$ cat config.mk
export PLATFORM = sky130hd
export DESIGN_NAME = sbt_walk
export DESIGN_NICKNAME = d
export VERILOG_FILES = /design/src/hw/rtl/sbt_pkg.sv /design/src/hw/rtl/sbt_walk.sv
export SDC_FILE = /design/constraint.sdc
export NUM_CORES = 2
export LEC_CHECK = 0
export ABC_AREA = 1
export BUFFER_PORTS_ARGS = -buffer_cell sky130_fd_sc_hd__buf_2
export CORE_MARGIN = 2
export CORE_UTILIZATION = 40
export CTS_CLUSTER_DIAMETER = 30
export DETAILED_ROUTE_END_ITERATION = 12
export PLACE_DENSITY_LB_ADDON = 0.3
export SYNTH_ARGS = -nofsm -noshare
export SYNTH_HDL_FRONTEND = slang
export SYNTH_SLANG_ARGS = --single-unit
$ cat constraint.sdc
create_clock -name clk -period 11.8 [get_ports clk]
set_input_delay 0.59 -clock clk [delete_from_list [all_inputs] [get_ports clk]]
set_output_delay 0.59 -clock clk [all_outputs]
set_load 0.005 [all_outputs]
$ cat src/hw/rtl/sbt_pkg.sv
// Shared payload and control types for the sorted balanced tree block.
package sbt_pkg;

	localparam int VAL_W = 32;

	typedef struct packed {
		logic signed [VAL_W-1:0] item_value;
		logic                    batch_end;
	} in_t;

	typedef struct packed {
		logic signed [VAL_W-1:0] out_value;
		logic                    out_last;
		logic                    overflow;
	} out_t;

	typedef struct packed {
		logic ins;
		logic shift;
		logic valid;
		logic at_end;
	} cell_ctrl_t;

endpackage

$ cat src/hw/rtl/sbt_walk.sv
// Sorted value store and post-order range walk over an explicit range stack.
module sbt_walk #(
	parameter int MAX_ITEMS = 64
) (
	input  logic                             clk,
	input  logic                             arst_n,
	input  logic                             wr_en,
	input  logic [((MAX_ITEMS > 1) ? $clog2(MAX_ITEMS) : 1)-1:0] wr_addr,
	input  logic signed [sbt_pkg::VAL_W-1:0] wr_data,
	input  logic                             go,
	input  logic [((MAX_ITEMS > 1) ? $clog2(MAX_ITEMS) : 1)-1:0] go_hi,
	input  logic                             ovf,
	output logic                             active,
	output logic                             strobe,
	output sbt_pkg::out_t                    result
);

	localparam int IW = (MAX_ITEMS > 1) ? $clog2(MAX_ITEMS) : 1;
	localparam int SD = 2 * $clog2(MAX_ITEMS + 1) + 2;
	localparam int PW = $clog2(SD + 1);
	localparam int TW = $clog2(SD);

	typedef struct packed {
		logic [IW-1:0] lo;
		logic [IW-1:0] hi;
		logic          expd;
	} frame_t;

	logic signed [sbt_pkg::VAL_W-1:0] mem [MAX_ITEMS];
	frame_t                           stk_q [SD];
	logic [PW-1:0]                    sp_q;
	logic signed [sbt_pkg::VAL_W-1:0] rd_s1;
	logic                             emit_s1;
	logic                             last_s1;

	frame_t        top;
	logic [TW-1:0] top_idx;
	logic [TW-1:0] p1_idx;
	logic [TW-1:0] p2_idx;
	logic [IW-1:0] mid;
	logic          has_r;
	logic          has_l;
	logic          emit;

	assign active  = (sp_q != '0);
	assign top_idx = TW'(sp_q - PW'(1));
	assign top     = stk_q[top_idx];
	assign mid     = IW'(({1'b0, top.lo} + {1'b0, top.hi}) >> 1);
	assign has_r   = (mid < top.hi);
	assign has_l   = (top.lo < mid);
	assign p1_idx  = TW'(sp_q);
	assign p2_idx  = TW'(sp_q + PW'(has_r));
	assign emit    = active && top.expd;

	always_ff @(posedge clk) begin
		if (wr_en) begin
			mem[wr_addr] <= wr_data;
		end
		if (emit) begin
			rd_s1 <= mem[mid];
		end
	end

	always_ff @(posedge clk) begin
		if (go) begin
			stk_q[0] <= '{lo: '0, hi: go_hi, expd: 1'b0};
		end else if (active && !top.expd) begin
			stk_q[top_idx].expd <= 1'b1;
			if (has_r) begin
				stk_q[p1_idx] <= '{lo: mid + IW'(1), hi: top.hi, expd: 1'b0};
			end
			if (has_l) begin
				stk_q[p2_idx] <= '{lo: top.lo, hi: mid - IW'(1), expd: 1'b0};
			end
		end
	end

	always_ff @(posedge clk or negedge arst_n) begin
		if (!arst_n) begin
			sp_q    <= '0;
			emit_s1 <= 1'b0;
			last_s1 <= 1'b0;
		end else begin
			emit_s1 <= emit;
			last_s1 <= emit && (sp_q == PW'(1));
			if (go) begin
				sp_q <= PW'(1);
			end else if (emit) begin
				sp_q <= sp_q - PW'(1);
			end else if (active) begin
				sp_q <= sp_q + PW'(has_r) + PW'(has_l);
			end
		end
	end

	assign strobe          = emit_s1;
	assign result.out_value = rd_s1;
	assign result.out_last  = last_s1;
	assign result.overflow  = ovf;

endmodule

==> flow_metrics.py <==
metrics = {
    "outcome": {
        "status": "complete, but fails checks",
        "violations": "slew limit",
    },
    "setup_path": {
        "worstSetupStartpointType": "flip-flop",
        "r2r_start": "sp_q[0]",
        "slowest_stage": "nand2_1",
        "r2r-end": "stk_q[7][6]",
        "ff2ff_setup_slack_ns": 3.18,
        "path_max_fanout": 58,
        "path_delay_family": "simple AND/OR/NAND/NOR gates",
        "endpoint_kind": "flip-flop",
        "critPathMaxStageDelay_ns": 0.65,
        "cp_common_cell": "nand2_1",
        "path_buf_inv": 7,
        "reg2reg_depth": 31,
        "cp.required_ns": 12.37,
        "critPathArrivalTime_ns": 9.19,
        "path_class": "flip-flop to flip-flop",
    },
    "global_route": {
        "antenna_found_initial": 35,
        "grt_use_total_pct": 22.09,
        "grt_pass1_wl_mm": 408.5,
        "overflow": 0,
        "grt_max_degree": 212,
        "grt_pass1_vias": 62640,
    },
    "place": {
        "gp_congestion": 0.9083,
        "io_buffer_count": 82,
        "dp_hpwl_mm": 147.6,
    },
    "cts": {
        "clockBufferDepth": 4,
        "root_buffer": "clkbuf_16",
        "cts_tree": "done",
        "clock_latency_ns": 0.98,
        "cts.sinks": 2295,
        "cts_resized": 0,
        "cts_htree_levels": 5,
        "numCtsBuffers": 441,
        "clk_pin_slew_ns": 0.05,
    },
    "sta": {
        "setup_viol": 0,
        "fin_setup_tns_ns": 0,
        "maxSlewViolCount": 45,
        "timing.hold.ws_ns": 0.05895,
        "min_period_ns": 8.623,
        "skew_ns": 0.09101,
        "hold_viol": 0,
        "rsz0062_at_grt": "false",
        "fmax_ghz": 0.1160,
        "max_slew_margin_pct": -2.401,
        "tightest_slew_ns": 1.536,
        "fin_crit_sh_pct": 73.07,
    },
    "logic_synthesis": {
        "ys_ff_latch": 2295,
        "syn-cell-area_mm2": 0.09692,
        "ys_seq_area_share_pct": 70.90,
        "ys.flop_type": "edfxtp_1",
        "yosys.cell_types.count": 47,
        "synth.net_count": 8664,
        "yosysWarnings": 0,
        "syn_inst": 8592,
        "postSynthAreaPerCell_um2": 11.28,
        "synth_edf_count": 2272,
        "async_flop_share_pct": 0.3050,
    },
    "floorplan": {
        "dieWidth_um": 496.2,
        "fp.dieH_um": 496.2,
        "ioPinCount": 85,
        "rows": 180,
        "initial_core_util_pct": 40.26,
        "die_area_mm2": 0.2463,
        "core_area_mm2": 0.2408,
    },
    "routing": {
        "vias_per_cell": 5.467,
        "drcViolationCount": 0,
        "ant_nets": 0,
        "drt_iter0_drc": 7291,
        "finalWirelength_mm": 277.7,
        "dr.pass1.iters": 6,
        "vias": 66900,
        "wl_per_cell_um": 22.70,
    },
    "finish": {
        "drive_above_1_share_pct": 11.73,
        "areaGrowthSynthToFinish_pct": 19.12,
        "final_common_cell": "nand2_1",
        "fin_nets": 8763,
        "fill_cells": 20870,
        "mostFrequentLayoutCells": "nand2_1, edfxtp_1, nor2_1",
    },
    "hold_path": {
        "hold_path.class": "input port to async pin",
    },
    "flow_run": {
        "cap_viol_max_count": 0,
    },
}
timing repair:
item                      in CTS  in global routing
hold buffers                   2                  0
setup buffers                  0                  0
hold endpoints to repair       8                  0
flip-flops by register name (all words and copies together) (netlist names):
signal,count
strobe,1
last_s1,1
mem,2048
stk_q,208
rd_s1,32
sp_q,5
worst reg2reg max path: cells and delay by family (launching register included):
kind                       cells  cell delay (ns)
xor gates and xnor gates       1             0.35
adders and majority gates      5             1.69
buffers and inverters          7             1.88
DFF                            1             0.49
and+or+nand+nor               14             2.74
AOI/OAI and AO/OA              4             1.08
cell type report:
type                       count  area (µm²)  area share, %
clock buffer                 495       11390          9.862
antenna                       13       32.53        0.02818
sequential                  2295       68720          59.53
multi-input combinational   5625       25820          22.36
clock inverter               296        3452          2.990
tap                         3185        3985          3.452
timing repair buffer         232        1667          1.444
inverter                      96       385.4         0.3338
logic make-up (layout without fill, tap and decap cells):
logic type / after synthesis / count (layout) / synth area share, %
other cells: 0 / 13 / 0
fa+ha+maj: 23 / 23 / 0.3047
buf+inv: 672 / 1119 / 3.035
xor+xnor: 13 / 13 / 0.1485
flops: 2295 / 2295 / 70.90
compound gates: 1364 / 1364 / 8.253
simple gates: 4225 / 4225 / 17.35
cells in the mapped netlist (2+ instances only):
| master | instances | area, µm² |
|---|---|---|
| buf_8 | 2 | 30.03 |
| o21ai_0 | 569 | 2848 |
| nand4_2 | 10 | 125.1 |
| dfxtp_1 | 16 | 320.3 |
| a221o_1 | 8 | 80.08 |
| nor2_4 | 2 | 22.52 |
| a21oi_1 | 151 | 755.7 |
| nand4_1 | 14 | 87.58 |
| buf_6 | 22 | 247.7 |
| xor2_1 | 7 | 61.31 |
| inv_2 | 22 | 82.58 |
| o221ai_1 | 7 | 61.31 |
| clkbuf_1 | 395 | 1483 |
| xnor2_1 | 2 | 17.52 |
| nor3_1 | 5 | 25.02 |
| o21ai_1 | 63 | 315.3 |
| nor2_1 | 1115 | 4185 |
| a221oi_1 | 2 | 17.52 |
| buf_2 | 95 | 475.5 |
| buf_12 | 2 | 40.04 |
| a22oi_1 | 19 | 142.6 |
| buf_1 | 40 | 150.1 |
| clkinv_1 | 2 | 7.510 |
| nand2_1 | 2674 | 10040 |
| a31oi_1 | 256 | 1602 |
| o22ai_1 | 5 | 31.28 |
| nand3_1 | 364 | 1822 |
| ha_1 | 22 | 275.3 |
| xor2_2 | 4 | 65.06 |
| o211ai_1 | 261 | 1959 |
| or2_2 | 2 | 12.51 |
| o21bai_1 | 19 | 142.6 |
| edfxtp_1 | 2272 | 68230 |
| dfrtp_1 | 7 | 175.2 |
| nand3_2 | 4 | 40.04 |
| nand2_2 | 15 | 93.84 |
| inv_1 | 71 | 266.5 |
| nand2_4 | 3 | 33.78 |
| buf_4 | 20 | 150.1 |
| o211ai_2 | 2 | 25.02 |
| nand4_4 | 15 | 319.1 |
metal layers:
layer | global-route usage, % | vias up | routed length (µm)
met4 | 7.373 | 12 | 7829
met1 | 31.01 | 32840 | 118400
met5 | 0 | - | 66
met3 | 3.936 | 545 | 22300
li1 | - | 30570 | -
met2 | 34.74 | 2935 | 129100
worst max-delay path by stage:
stage | from | endpoint | depth (start not counted) | slack (ns)
floorplan | sp_q[0] | stk_q[12][10] | 41 | 4.10
global placement | sp_q[0] | stk_q[7][12] | 31 | 3.51
detailed placement | sp_q[0] | stk_q[7][6] | 28 | 3.40
CTS | sp_q[0] | stk_q[7][6] | 31 | 3.37
global route | sp_q[0] | stk_q[7][2] | 31 | 2.61
finish | sp_q[0] | stk_q[7][6] | 31 | 3.18
per-stage QoR:
step / instance area, µm² / util [%] / setup slack [ns] / cells
detailed placement: 100600 / 41.77 / 3.398 / 11430
CTS: 115400 / 47.94 / 3.375 / 12220
floorplan: 96920 / - / 4.098 / 8592
finish: 115500 / 47.95 / 3.177 / 12240
global placement: 100600 / 41.77 / 3.505 / 11430
global route: 115400 / 47.95 / 2.608 / 12230
Power is left out: the tool's default activity adds up to more than one toggle a clock period on the data nets, which glitch-free logic cannot reach.
