--- src/hw/rtl/sbt_pkg.sv ---
// Shared payload and control types for the sorted balanced tree block.
package sbt_pkg;

	localparam int VAL_W = 32;

	typedef struct packed {
		logic signed [VAL_W-1:0] item_value;
		logic                    batch_end;
	} in_t;

	typedef struct packed {
		logic signed [VAL_W-1:0] out_value;
		logic                    out_last;
		logic                    overflow;
	} out_t;

	typedef struct packed {
		logic ins;
		logic shift;
		logic valid;
		logic at_end;
	} cell_ctrl_t;

endpackage

--- src/hw/rtl/sbt_cell.sv ---
// One sorting cell: holds a value, makes room for an insert, shifts down on drain.
module sbt_cell (
	input  logic                                clk,
	input  sbt_pkg::cell_ctrl_t                 ctrl,
	input  logic signed [sbt_pkg::VAL_W-1:0]    key,
	input  logic signed [sbt_pkg::VAL_W-1:0]    left_val,
	input  logic                                left_gt,
	input  logic signed [sbt_pkg::VAL_W-1:0]    right_val,
	output logic signed [sbt_pkg::VAL_W-1:0]    val,
	output logic                                gt
);

	logic signed [sbt_pkg::VAL_W-1:0] val_q;

	assign val = val_q;
	assign gt  = ctrl.valid && (val_q > key);

	always_ff @(posedge clk) begin
		if (ctrl.shift) begin
			val_q <= right_val;
		end else if (ctrl.ins && (ctrl.at_end || gt)) begin
			val_q <= left_gt ? left_val : key;
		end
	end

endmodule

--- config.mk ---
export PLATFORM = sky130hd
export DESIGN_NAME = sbt_cell
export DESIGN_NICKNAME = d
export VERILOG_FILES = /design/src/hw/rtl/sbt_pkg.sv /design/src/hw/rtl/sbt_cell.sv
export SDC_FILE = /design/constraint.sdc
export NUM_CORES = 1
export LEC_CHECK = 0
export ABC_AREA = 1
export BUFFER_PORTS_ARGS = -buffer_cell sky130_fd_sc_hd__buf_4
export CORE_ASPECT_RATIO = 0.9
export CORE_MARGIN = 10
export CORE_UTILIZATION = 45
export DETAILED_ROUTE_END_ITERATION = 8
export HOLD_SLACK_MARGIN = 0.06
export PLACE_DENSITY_LB_ADDON = 0.05
export SYNTH_ARGS = -nofsm -noshare
export SYNTH_HDL_FRONTEND = slang
export SYNTH_SLANG_ARGS = --single-unit
--- constraint.sdc ---
create_clock -name clk -period 3.5 [get_ports clk]
set_input_delay 0.7 -clock clk [delete_from_list [all_inputs] [get_ports clk]]
set_output_delay 0.7 -clock clk [all_outputs]
set_load 0.1 [all_outputs]
==> results.cfg, run 1 <==
[status]
status = finished, final reports clean

[global_route]
antenna_found_initial = 0
grt_pass1_wl_um = 12280
grt_usage = 0.1604
grt_overflow = 0
grt_pass1_vias = 2626
grt_start_max_net_pins = 63

[cts]
postCtsSetupRepairBufs = 0
clockBufferDepth = 2
clk_pin_slew_worst_paths_ns = 0.07
clk_latency_ns = 0.28
root_buffer = clkbuf_8
tritoncts = done
clkSinkCount = 32
htreeDepth = 2
ctsResizeCount = 0
hold_buffers = 0
numCtsBuffers = 5

[pwr]
swShare = 0.4251
leakage_nw = 1.844
clkPwrFrac = 0.191
powerDensity_nw_per_um2 = 386.9
irDropWorstVdd_mv = 0.2497
seq_power_share = 0.346
internal_power_uw = 817.8
comb_power_share = 0.462
p_sw_uw = 604.8

[worst_setup_path]
reg2reg_from = val[23]$_DFFE_PP_
crit_top_cell = nand2_1
crit_path_max_fanout = 2
required_ns = 2.80
critPathTopFamily = simple AND/OR/NAND/NOR gates
crit_path_end_kind = output pin
cp_data_arrival_time_ns = 2.26
crit_type = primary input to output pin
crit_path_start_kind = primary input
worstSetupStartpoint = key[23]
cp_slowest_cell = ha_1
path_buf_inv = 4
cp_cell_sequence = buf_4 -> inv_1 -> ha_1 -> nand2_1 -> nor2_1 -> nand2_1 -> nor3b_2 -> nand2_1 -> nand3_1 -> nand3_2 -> inv_1 -> buf_4
critPathMaxStageDelay_ns = 0.30

[drt]
drc_errors = 0
vias = 2520
routed_wl_um = 7599
wl_per_cell_um = 15.29
ant_nets = 0
viasPerCell = 5.070
drt_first_iter_violations = 88
drt_pass1_iterations = 4

[cells_and_area]
multi_input_area_sq_um = 1350
nets = 564
diodes = 0
n_fill_cell = 492
largest_register_ffs = 32
drive_above_1_share = 0.3488
register_area_sq_um = 960.9
final_cell_area_sq_um = 3677
syn2layout_area_growth_pct = 45.42

[synth]
synthesis.nets = 432
yosysTopAreaCellShare = 0.3800
syn_area_sq_um = 2529
ys_warn_count = 0
seq_area_frac_synth = 0.3800
netlist_instances = 298
syn_avg_cell_area_sq_um = 8.485
synth_seq_cells = 32
ys_types = 18
synth_area_leader_cell = edfxtp_1
synth.area.top_cells = edfxtp_1 38%, ha_1 16%, nand2_1 11%

[die]
die-area_sq_um = 9022
core_sq_um = 5349
fp-row-count = 25
fp.dieW_um = 99.02
dieHeight_um = 91.12
start_util = 0.4727
pin_count = 135

[sta]
tightest_slew_ns = 0.7598
tns_ns = 0
max_freq_ghz = 0.3383
finalCritPeriodShare = 0.8445
layout_min_cycle_time_ns = 2.956
slew_viol_final = 0
rsz0062_at_grt = no
relSlewSlack = 0.4927
setup_viol = 0
final_hold_viol_count = 0
final.setup_skew_ns = 0.01103

[placement]
hpwl_um = 6136
numPortBuffers = 134
placed_cell_area_sq_um = 3600
gp_congestion = 0.7487

[run]
drv_cap = 0

[min_path]
hp-class = primary input to flop
min-delay-start = right_val[9]
## cell usage in the layout, fill, tap and decap left out
master	netlist	final
nor3b_2	1	1
a21oi_1	20	20
ha_1	32	32
clkbuf_8	0	5
nand3_2	1	1
buf_4	0	138
inv_2	1	1
clkinv_2	0	1
o211ai_1	29	29
clkbuf_1	13	1
nand4_1	1	1
o21ai_0	2	2
a21o_1	1	1
nand2_2	2	2
inv_1	44	44
nand3_1	3	3
edfxtp_1	32	32
nor2_2	1	1
nor2_1	11	11
o21a_1	32	32
nand2_1	72	72
## metrics by stage
step                utilization  total power [mW]  setup WS (ns)  hold WS [ns]  cells
floorplan                     -            0.9621         0.2320        0.8861    298
global placement         0.6730             1.151         0.5569        0.9700    490
detailed placement       0.6730             1.161         0.5306        0.9755    490
CTS                      0.6875             1.434         0.5219        0.6775    497
global route             0.6875             1.502         0.3559        0.6755    497
finish                   0.6875             1.423         0.5443        0.6839    497
## path summary, 6_finish.rpt
kind | endpoint | slack [ns] | cells after the start
hold reg to reg | val[26]$_DFFE_PP_ | 1.24 | 8
setup reg to reg | val[2]$_DFFE_PP_ | 1.11 | 12
hold / removal | val[9]$_DFFE_PP_ | 0.68 | 2
setup / recovery | gt | 0.54 | 12
## routing by layer
| layer | vias up | GRT usage | share of wire |
|---|---|---|---|
| met3 | 5 | 0.07197 | 0.10 |
| li1 | 1287 | - | - |
| met1 | 1136 | 0.1893 | 0.43 |
| met5 | - | 0 | 0 |
| met2 | 92 | 0.2619 | 0.46 |
| met4 | 0 | 0.03341 | 0.0066 |
## logic make-up after synthesis
group | count (synthesis) | share of synthesized area
simple gates | 92 | 0.1479
compound gates | 84 | 0.2276
buf+inv | 58 | 0.08610
fa+ha+maj | 32 | 0.1583
flops | 32 | 0.3800
## Yosys cell counts
master	count
nand2_1	72
inv_2	1
nand2_2	2
ha_1	32
nor2_2	1
clkbuf_1	13
nand3_2	1
nand4_1	1
edfxtp_1	32
nand3_1	3
inv_1	44
o21a_1	32
a21o_1	1
o211ai_1	29
a21oi_1	20
o21ai_0	2
nor3b_2	1
nor2_1	11
## cell type report
cell class                      instances  area share
Multi-Input combinational cell        208      0.3671
Timing Repair Buffer                  138      0.2817
Sequential cell                        32      0.2613
Inverter                               45     0.04593
Tap cell                               67     0.02280
Clock buffer                            6     0.01973
Clock inverter                          1    0.001361
## power by group through the flow
stage	clock network, mW	logic (mW)	registers, mW
after global placement	0	0.653	0.498
after CTS	0.278	0.663	0.493
final	0.272	0.658	0.493
after floorplan	0	0.196	0.766
after global routing	0.295	0.709	0.497
after detailed placement	0	0.660	0.501
(Power assumes the default switching activity.)
==> run 2, diff against run 1 <==
--- a/config.mk
+++ b/config.mk
@@ -5,7 +5,7 @@
 export SDC_FILE = /design/constraint.sdc
 export NUM_CORES = 1
 export LEC_CHECK = 0
-export ABC_AREA = 1
+export ABC_AREA = 0
 export BUFFER_PORTS_ARGS = -buffer_cell sky130_fd_sc_hd__buf_4
 export CORE_ASPECT_RATIO = 0.9
 export CORE_MARGIN = 10
==> constraint.sdc (replaced) <==
create_clock -name clk -period 3.05 [get_ports clk]
set_input_delay 0.61 -clock clk [delete_from_list [all_inputs] [get_ports clk]]
set_output_delay 0.61 -clock clk [all_outputs]
set_load 0.1 [all_outputs]
==> results.cfg, run 2 <==
[status]
status = finished with violations
failed_checks = negative setup slack

[global_route]
grt_overflow = 0
grt_usage = 0.1681
antenna_found_initial = 0
grt_pass1_vias = 2611
grt_start_max_net_pins = 66
grt_pass1_wl_um = 12320

[cts]
root_buffer = clkbuf_8
clockBufferDepth = 2
htreeDepth = 2
clkSinkCount = 32
clk_pin_slew_worst_paths_ns = 0.07
numCtsBuffers = 5
tritoncts = done
clk_latency_ns = 0.30

[worst_setup_path]
cp-endpoint = gt
worstSetupStartpoint = val[13]$_DFFE_PP_
cp_cell_sequence = ha_4 -> nand4_1 -> buf_4 -> or4_4 -> o21a_1 -> a21boi_4 -> buf_12
crit_path_start_kind = flop
cp_data_arrival_time_ns = 2.47
cp_slowest_cell = or4_4
crit_type = flop to output pin
critPathMaxStageDelay_ns = 0.47
reg2reg_from = val[13]$_DFFE_PP_
crit_path_end_kind = output pin
worstReg2RegEnd = val[30]$_DFFE_PP_
required_ns = 2.44
crit_path_max_fanout = 4
ff2ff_setup_slack_ns = 0.06
r2r_cells = 10

[cells_and_area]
diodes = 0
register_area_sq_um = 960.9
drive_above_1_share = 0.4595
fin_util = 0.7581
mostFrequentLayoutCells = 146 x buf_4, 40 x nand2_1, 34 x o21ai_0, 32 x mux2i_1, 32 x edfxtp_1
n_fill_cell = 396
syn2layout_area_growth_pct = 61.77
multi_input_area_sq_um = 1579
largest_register_ffs = 32
nets = 540
final_common_cell = buf_4

[die]
dieHeight_um = 90.39
die-area_sq_um = 8877
core_sq_um = 5286
start_util = 0.4686
fp-row-count = 25
pin_count = 135
fp.dieW_um = 98.21

[sta]
relSlewSlack = 0.6243
holdWs_ns = 0.5867
final_hold_viol_count = 0
layout_min_cycle_time_ns = 3.077
max_freq_ghz = 0.3250
setup_viol = 1
finalCritPeriodShare = 1.009
final.setup_skew_ns = 0.01394
rsz0062_at_grt = yes
finalWorstSetupSlack_ns = -0.02704
tightest_slew_ns = 0.5635
slew_viol_final = 0

[synth]
synth_xor_area_frac = 0
synth_area_leader_cell = edfxtp_1
ys_warn_count = 0
synth_compound_area_frac = 0.1394
synth.area.mux_share = 0.1293
synth_seq_cells = 32
synth.area.top_cells = edfxtp_1 39%, ha_1 16%, mux2i_1 13%
synthAdderAreaFrac = 0.1616
seq_area_frac_synth = 0.3879
netlist_top_cells_count = 41 x nand2_1, 37 x o21ai_0
ys_types = 30
syn_area_sq_um = 2477
yosysTopAreaCellShare = 0.3879
syn_avg_cell_area_sq_um = 9.492
synth_most_common_cell = nand2_1
yosys.area_share.simple = 0.1167
synth_enable_flop_cells = 32
netlist_instances = 261
async_flop_share = 0
ys.flop_type = edfxtp_1
synth_top_family_by_area = adder cells
synthesis.nets = 395

[drt]
ant_nets = 0
vias = 2410
wl_per_cell_um = 16.61
drt_first_iter_violations = 58
routed_wl_um = 7871
viasPerCell = 5.084
drc_errors = 0
drt_pass1_iterations = 4

[placement]
numPortBuffers = 134
gp_congestion = 0.7967
hpwl_um = 6315

[pwr]
irDropWorstVdd_mv = 0.2772
powerDensity_nw_per_um2 = 474.2
leakage_nw = 1.941
total_power_mw = 1.900

[min_path]
hp-class = primary input to flop

[run]
drv_cap = 0
-- run 2: cell families after synthesis --
kind of cell             count (synthesis)
AND/OR/NAND/NOR                         62
AO/OA/AOI/OAI                           60
buffers and inverters                   43
multiplexers                            32
adder cells (fa/ha/maj)                 32
flip-flops                              32
-- run 2: metrics by stage --
stage	setup slack [ns]	setup TNS, ns	instances	area, sq um
CTS	-0.03770	-0.03770	469	3867
finish	-0.02704	-0.02704	474	4008
detailed placement	-0.1946	-0.8147	460	3722
global placement	-0.1126	-1.306	460	3722
floorplan	-0.4522	-4.680	261	2581
global route	-0.1035	-1.011	474	4008
-- run 2: timing repair --
| item | 4_1_cts | 5_1_grt |
|---|---|---|
| resized for setup | 6 | 16 |
| endpoints found under the setup margin | 1 | 1 |
| pin swaps | 7 | 14 |
| buffers inserted | 1 | 5 |
| hold buffers | 0 | 0 |
-- run 2: final cells by class --
class / instances / share of cell area
repair buffers: 149 / 0.2885
multi-input cells: 186 / 0.3940
flip-flops and latches: 32 / 0.2398
clock inverters: 2 / 0.008742
inverters: 32 / 0.02997
well taps: 67 / 0.02092
clock buffers: 6 / 0.01811
-- run 2: power by group --
part	switching, mW	leakage [nW]	internal [mW]
Sequential	0.0361	0.327	0.550
Clock	0.162	0.0552	0.242
Combinational	0.593	1.56	0.317
-- run 2: worst min path at each step --
stage | startpoint | endpoint | slack [ns] | depth (start not counted)
after global routing | right_val[10] | val[10]$_DFFE_PP_ | 0.59 | 3
after global placement | right_val[27] | val[27]$_DFFE_PP_ | 0.89 | 3
after CTS | right_val[15] | val[15]$_DFFE_PP_ | 0.58 | 3
after floorplan | right_val[29] | val[29]$_DFFE_PP_ | 0.80 | 2
after detailed placement | right_val[2] | val[2]$_DFFE_PP_ | 0.89 | 3
final | right_val[9] | val[9]$_DFFE_PP_ | 0.59 | 3
-- run 2: worst max-delay path: cells and delay by family (launching register included) --
kind                     cells  cell delay, ns
adder cells (fa/ha/maj)      1            0.29
flip-flops                   1            0.45
AND/OR/NAND/NOR              2            0.68
buffers and inverters        2            0.37
AO/OA/AOI/OAI                2            0.37
-- run 2: layer usage --
layer / up-vias / part of all wire / GRT usage
li1: 1226 / - / -
met1: 1102 / 0.40 / 0.1772
met2: 74 / 0.51 / 0.2962
met3: 8 / 0.084 / 0.07116
met4: 0 / 0.010 / 0.05131
met5: - / 0 / 0
